[src/hw/rtl/xs1024_pkg.sv]
// ----------------------------------------------------------------------------
// xs1024_pkg: shared types, constants and mixing functions
// Word and pointer widths, item kinds, the scrambling multiplier and the
// forward and backward xorshift networks of the generator.
// ----------------------------------------------------------------------------
package xs1024_pkg;

    localparam int WORD_W    = 64;
    localparam int NUM_WORDS = 16;
    localparam int PTR_W     = 4;
    localparam int HALF_W    = 32;

    localparam int SHIFT_A = 31;
    localparam int SHIFT_B = 11;
    localparam int SHIFT_C = 30;

    localparam logic [WORD_W-1:0] MULT    = 64'd1181783497276652981;
    localparam logic [HALF_W-1:0] MULT_LO = MULT[HALF_W-1:0];
    localparam logic [HALF_W-1:0] MULT_HI = MULT[WORD_W-1:HALF_W];

    typedef logic [WORD_W-1:0] word_t;
    typedef logic [PTR_W-1:0]  ptr_t;

    typedef enum logic [1:0] {
        KIND_FWD  = 2'd0,
        KIND_BWD  = 2'd1,
        KIND_LOAD = 2'd2
    } kind_t;

    // One word on its way to the scrambler
    typedef struct packed {
        logic  valid;
        word_t word;
    } word_item_t;

    // Forward step: s0 is the word the pointer leaves, s1 the one it reaches
    function automatic word_t fwd_mix(input word_t s0, input word_t s1);
        word_t t;
        t = s1 ^ (s1 << SHIFT_A);
        return t ^ s0 ^ (t >> SHIFT_B) ^ (s0 >> SHIFT_C);
    endfunction

    // Backward step: recover the overwritten word from the mixed word s1
    // and its predecessor s0
    function automatic word_t bwd_mix(input word_t s1, input word_t s0);
        word_t x;
        x = s1 ^ (s0 >> SHIFT_C) ^ s0;
        x = x ^ (x >> 11);
        x = x ^ (x >> 22);
        x = x ^ (x >> 44);
        x = x ^ (x << 31);
        x = x ^ (x << 62);
        return x;
    endfunction

endpackage

[src/hw/rtl/xs1024_rand_if.sv]
// ----------------------------------------------------------------------------
// xs1024_rand_if: random value channel
// Valid/ready channel that carries one scrambled output word.
// ----------------------------------------------------------------------------
interface xs1024_rand_if;
    logic        valid;
    logic        ready;
    logic [63:0] random_value;

    modport source (output valid, output random_value, input ready);
    modport sink   (input valid, input random_value, output ready);
endinterface

[src/hw/rtl/xs1024_scramble.sv]
// ----------------------------------------------------------------------------
// xs1024_scramble: pipelined multiply by the odd constant
// Three 32x32 partial products in one stage, their sum modulo 2^64 in the
// output register.
// ----------------------------------------------------------------------------
module xs1024_scramble (
    input  logic                    clk,
    input  logic                    rst_n,
    input  xs1024_pkg::word_item_t  item,
    output logic                    item_ready,
    xs1024_rand_if.source           result
);
    import xs1024_pkg::*;

    logic              prod_valid_reg;
    logic              out_valid_reg;
    word_t             pp_ll_reg;
    logic [HALF_W-1:0] pp_lh_reg;
    logic [HALF_W-1:0] pp_hl_reg;
    word_t             out_reg;
    logic              prod_adv;
    logic              out_adv;
    logic [HALF_W-1:0] a_lo;
    logic [HALF_W-1:0] a_hi;
    logic [HALF_W-1:0] cross_sum;

    assign out_adv    = !out_valid_reg || result.ready;
    assign prod_adv   = !prod_valid_reg || out_adv;
    assign item_ready = prod_adv;

    assign a_lo      = item.word[HALF_W-1:0];
    assign a_hi      = item.word[WORD_W-1:HALF_W];
    assign cross_sum = pp_lh_reg + pp_hl_reg;

    always_ff @(posedge clk or negedge rst_n)
    begin
        if (!rst_n)
        begin
            prod_valid_reg <= 1'b0;
            out_valid_reg  <= 1'b0;
        end
        else
        begin
            if (prod_adv)
            begin
                prod_valid_reg <= item.valid;
            end
            if (out_adv)
            begin
                out_valid_reg <= prod_valid_reg;
            end
        end
    end

    always_ff @(posedge clk)
    begin
        if (prod_adv && item.valid)
        begin
            pp_ll_reg <= word_t'(a_lo) * word_t'(MULT_LO);
            pp_lh_reg <= a_lo * MULT_HI;
            pp_hl_reg <= a_hi * MULT_LO;
        end
        if (out_adv && prod_valid_reg)
        begin
            out_reg <= pp_ll_reg + {cross_sum, {HALF_W{1'b0}}};
        end
    end

    assign result.valid        = out_valid_reg;
    assign result.random_value = out_reg;

    a_prod_hold: assert property (@(posedge clk) disable iff (!rst_n)
        prod_valid_reg && !out_adv |=> prod_valid_reg && $stable(pp_ll_reg))
        else $error("product stage dropped a stalled item");

    a_prod_take: assert property (@(posedge clk) disable iff (!rst_n)
        item.valid && prod_adv |=> prod_valid_reg)
        else $error("product stage missed an incoming item");

    a_out_take: assert property (@(posedge clk) disable iff (!rst_n)
        prod_valid_reg && out_adv |=> out_valid_reg)
        else $error("output stage missed a product");

endmodule

[src/flat_wrapper.sv]
// flat-port wrapper written by rule: the top's interface ports become plain ports
module xs1024_scramble_flat import xs1024_pkg::*;
  (clk, rst_n, item, item_ready, result_valid, result_random_value, result_ready);
  xs1024_rand_if result_i ();
  input  logic clk;
  input  logic rst_n;
  input  xs1024_pkg::word_item_t item;
  output logic item_ready;
  output wire logic [$bits(result_i.valid)-1:0] result_valid;
  output wire logic [$bits(result_i.random_value)-1:0] result_random_value;
  input wire logic [$bits(result_i.ready)-1:0] result_ready;
  assign result_valid = result_i.valid;
  assign result_random_value = result_i.random_value;
  assign result_i.ready = result_ready;
  xs1024_scramble u_core (.clk(clk), .rst_n(rst_n), .item(item), .item_ready(item_ready), .result(result_i));
endmodule
[config.mk]
export PLATFORM = sky130hd
export DESIGN_NAME = xs1024_scramble_flat
export DESIGN_NICKNAME = d
export VERILOG_FILES = /design/src/hw/rtl/xs1024_pkg.sv /design/src/hw/rtl/xs1024_rand_if.sv /design/src/hw/rtl/xs1024_scramble.sv /design/src/flat_wrapper.sv
export SDC_FILE = /design/constraint.sdc
export NUM_CORES = 2
export LEC_CHECK = 0
export BUFFER_PORTS_ARGS = -buffer_cell sky130_fd_sc_hd__buf_2
export CAP_MARGIN = 20
export CORE_ASPECT_RATIO = 0.8
export CORE_MARGIN = 2
export CORE_UTILIZATION = 26
export CTS_CLUSTER_DIAMETER = 100
export DETAILED_ROUTE_END_ITERATION = 12
export PLACE_DENSITY = 0.5
export SETUP_SLACK_MARGIN = 0.15
export SYNTH_ARGS = -nofsm -noshare
export SYNTH_HDL_FRONTEND = slang
export SYNTH_SLANG_ARGS = --single-unit
[constraint.sdc]
create_clock -name clk -period 8.9 [get_ports clk]
set_input_delay 0.445 -clock clk [delete_from_list [all_inputs] [get_ports clk]]
set_output_delay 0.445 -clock clk [all_outputs]
set_load 0.005 [all_outputs]
== Word level (Yosys, flattened, before mapping) ==
Cells that the tools add are included.
Operators by class
  add/subtract/negate cells: 2
  multiply operators: 3
  reduce and logical (&&, ||, !) cells: 6
Operator list (number)
  $add A63 B64 Y64: 1
  $mul A32 B31 Y63 const B: 1
  $add A32 B32 Y32: 1
  $mul A32 B27 Y30 const B: 1
  $mul A32 B31 Y32 const B: 1
  $logic_and A1 B1 Y1: 2
  $logic_not A1 Y1: 2
  $logic_or A1 B1 Y1: 2
Word-level totals
  register bits: 191
  input bits: 68
  output and inout port bits: 66

== Logic depth before layout (Yosys ltp) ==
  word-level depth: 4
  mapped depth: 28
  depth with buffers taken out: 28

== Worst setup path before layout ==
OpenSTA, ideal clock, no wires.
  path type: in2reg
  start point: input item[14] in the netlist's numbering
  end point: register u_core.pp_ll_reg[42] (data pin)
  arrival time: 7.201 ns
  required time: 8.636 ns
  path slack: 1.435 ns
  cell stages on the path: 26
  buffers on the path: 0
  path through: inv_1 fa_1 inv_1 fa_1 inv_1 fa_1 fa_1 inv_1 fa_1 fa_1 fa_1 inv_1 fa_1 inv_1 ha_1 and3_1 and3_1 a221oi_1 nand2_1 nor2_1 nor2_1 a221oi_1 o21ai_0 a21o_1 a221oi_1 xnor2_1
On the way
  word-level cells in the longest chain between the ends: 1
Ends and longest elaborated chain
  start: declaration: RTL line flat_wrapper.sv:7  | input xs1024_pkg::word_item_t item;
  $mul A32 B31 Y63: RTL line xs1024_scramble.sv:59  | pp_ll_reg <= word_t'(a_lo) * word_t'(MULT_LO);
  end signal: assignment: RTL line xs1024_scramble.sv:59
  end: declaration: RTL line xs1024_scramble.sv:17  | word_t pp_ll_reg;
No other way between the ends.
A chain may end at the register's enable or synchronous reset.

== Final worst setup path ==
  start point: input item[11] in the netlist's numbering
  end point: register u_core.pp_ll_reg[62] (data pin)
The elaborated chain is that of the path after synthesis.

==> metrics.csv <==
metric,value,unit
Post-Syn Nets,5460,
Placement Rows,131,
Min-Delay Path Class,input port to register,
Post-Synthesis Cell Area,0.0418,mm²
Netlist cell types,66,
worst rel slew slack,0.324,
Sink Count,187,
Reg area,0.00561,mm²
final count of hold timing violations,0,
TritonRoute pass-1 iters,5,
post-route setup TNS,0,ns
Via density,4.33,
# IOs,134,
crit end category,register,
largest net degree at the start of global routing,68,
Worst EP arrival,8.51,ns
critical path's top delay family,adder cells,
setup ws final,0.611,ns
grt ovf,0,
Post-synth EDFFs,185,
startpoint class of the critical path,input port,
DRT antenna net count,0,
GRT met1 Usage,0.238,
DIE AREA,0.164,mm²
main flop type after synthesis,edfxtp_1,
Fmax,121,MHz
area of the multi-input gates,0.0318,mm²
final-stage net count,5639,
Root Driver,clkbuf_16,
status,finished clean,
Avg Inst Size Synth,10.9,µm²
number of synthesized register bits,187,
fillers,16700,
"slowest stage cell, crit path",fa_1,
Worst Path Buf+Inv,7,
critical path type,input port to register,
sequential share of the synthesized area,0.134,
CTS Buf Count,17,
Die H,363,µm
worst path required time,9.12,ns
Detailed Route WL,127000,µm
Layout area overhead,9.96,%
H-tree depth,4,
Die Wd,452,µm
initial cell density of the core,0.262,
fin crit period,8.29,ns
share of cells above drive strength 1,0.0542,
share of flip-flops with an asynchronous set or reset,0.0107,
met2 Use GR,0.237,
Area after DPL,0.0454,mm²
gr busiest metal,met1,
unrepaired setup endpoints after global routing,false,
DR DRC count,0,
Max clock buf depth,2,
Final period util,0.931,
IO Port Bufs,133,
initial antenna violation count,3,
clock skew,0.0165,ns
Synth Instances,3849,
CP max stage delay,0.61,ns
Starting DRT DRC Count,1899,
GRT Util Overall,0.160,
vias in the first global route,28700,
hpwl dp,116000,µm
max FFs per register,64,
yosys warns,0,
number of setup violations in the final report,0,
DR WL/cell,20.6,µm
dpl ws,0.156,ns
"Non-Filler Cell Area, Final",0.0459,mm²
via count,26700,
Placer Congestion,0.987,
Worst-path clk slew,0.07,ns
worst-margin pin slew,1.01,ns
clock latency on the worst-skew pair,0.48,ns
grt met3 use,0.0406,
worst-path fanout max,10,
CP most frequent cell,fa_1,
max cap viols,0,
Pins Over Slew Limit,0,
first-pass GRT wire length,191000,µm
Core ar.,0.159,mm²
CTS tree,yes,
worst register-to-register path, cell delays in order (launching register included):
cell	delay (ns)
edfxtp_1	0.50
ha_1	0.26
fa_1	0.41
a21o_1	0.19
a21oi_1	0.28
o21ai_1	0.12
a21oi_1	0.20
o21ai_1	0.17
a21oi_1	0.20
nor2_1	0.05
nor2_1	0.16
o21bai_1	0.08
a21oi_1	0.19
xnor2_1	0.20
ha_1	0.43
nand3_1	0.18
nor2_1	0.23
nand3_1	0.10
a211oi_1	0.35
o211ai_1	0.14
a21boi_0	0.35
a311oi_1	0.20
nor3_1	0.30
a21oi_1	0.12
o21bai_1	0.16
xor2_1	0.30
per-stage QoR:
stage                     utilization  hold WS [ns]  instances
final                           0.288         0.187       6170
after CTS                       0.288         0.149       6168
after floorplan                     -         0.149       3849
after global routing            0.288         0.174       6169
after global placement          0.284         0.233       6136
after detailed placement        0.284         0.234       6136
cell families (layout without fill, tap and decap cells):
logic type               after synthesis  in the layout  synth area share
multiplexers                           1              1          0.000240
other                                  0              2                 0
adder cells (fa/ha/maj)             1543           1543             0.612
AND/OR/NAND/NOR                      310            310            0.0356
XOR/XNOR                             217            217            0.0455
buffers and inverters               1166           1357             0.105
AO/OA/AOI/OAI                        425            425            0.0678
flip-flops                           187            187             0.134
cell usage after synthesis (4+ instances only):
master    count  area share
inv_1      1153        0.10
fa_1        834        0.40
ha_1        709        0.21
edfxtp_1    185        0.13
xnor2_1     164       0.034
a21oi_1     139       0.017
nor2_1       89      0.0080
a21o_1       82       0.015
nand2_1      73      0.0066
o21ai_0      55      0.0066
xor2_1       53       0.011
o21bai_1     32      0.0057
nand3_1      31      0.0037
nor2b_1      25      0.0037
nor3_1       23      0.0028
o21a_1       22      0.0040
nand2b_1     19      0.0028
clkbuf_1     13      0.0012
a211oi_1     11      0.0020
or3_1        11      0.0016
and3_1       10      0.0015
nand4_1       9      0.0013
o31ai_1       9      0.0016
a311oi_1      7      0.0015
a31oi_1       6     0.00090
o211ai_1      6      0.0011
o21ai_1       6     0.00072
a221oi_1      5      0.0010
and2_1        5     0.00075
o41ai_1       4     0.00084
final timing paths:
kind | start | to | slack, ns | depth (start not counted)
max in group asynchronous | rst_n | u_core.prod_valid_reg$_DFFE_PN0N_ | 8.52 | 2
worst max-delay path | item[11] | u_core.pp_ll_reg[62]$_DFFE_PP_ | 0.61 | 26
worst min register to register | u_core.pp_ll_reg[21]$_DFFE_PP_ | u_core.result.random_value[21]$_DFFE_PP_ | 0.41 | 0
worst max register to register | u_core.pp_ll_reg[0]$_DFFE_PP_ | u_core.result.random_value[62]$_DFFE_PP_ | 2.84 | 25
min in group asynchronous | rst_n | u_core.result.valid$_DFFE_PN0P_ | 0.29 | 2
worst min-delay path | item[64] | u_core.prod_valid_reg$_DFFE_PN0N_ | 0.19 | 2
repair_timing:
action,4_1_cts,5_1_grt
resized for setup,0,0
buffers inserted,0,0
hold buffers,1,0
hold endpoints to repair,2,0
cell type report:
type | count | area share
clock buffers | 19 | 0.00942
diodes | 2 | 0.000109
multi-input cells | 2496 | 0.692
well taps | 2128 | 0.0580
inverters | 1153 | 0.0942
clock inverters | 12 | 0.00294
repair buffers | 173 | 0.0211
flip-flops and latches | 187 | 0.122
routing by layer:
metal,vias to the layer above,part of all wire
li1,12400,-
met1,13700,0.49
met2,538,0.43
met3,57,0.069
met4,2,0.010
met5,-,0.00014
cells in the final DEF, fill, tap and decap left out, drive strengths merged, types with 22 or more instances in the layout:
cell	count
inv	1158
a21oi	139
nor2	89
o21ai	61
nor2b	25
buf	172
xor2	53
a21o	82
o21bai	32
edfxtp	185
nand3	31
ha	709
o21a	22
nand2	73
xnor2	164
nor3	24
fa	834
Power is left out: the tool's default activity adds up to more than one toggle a clock period on the data nets, which glitch-free logic cannot reach.
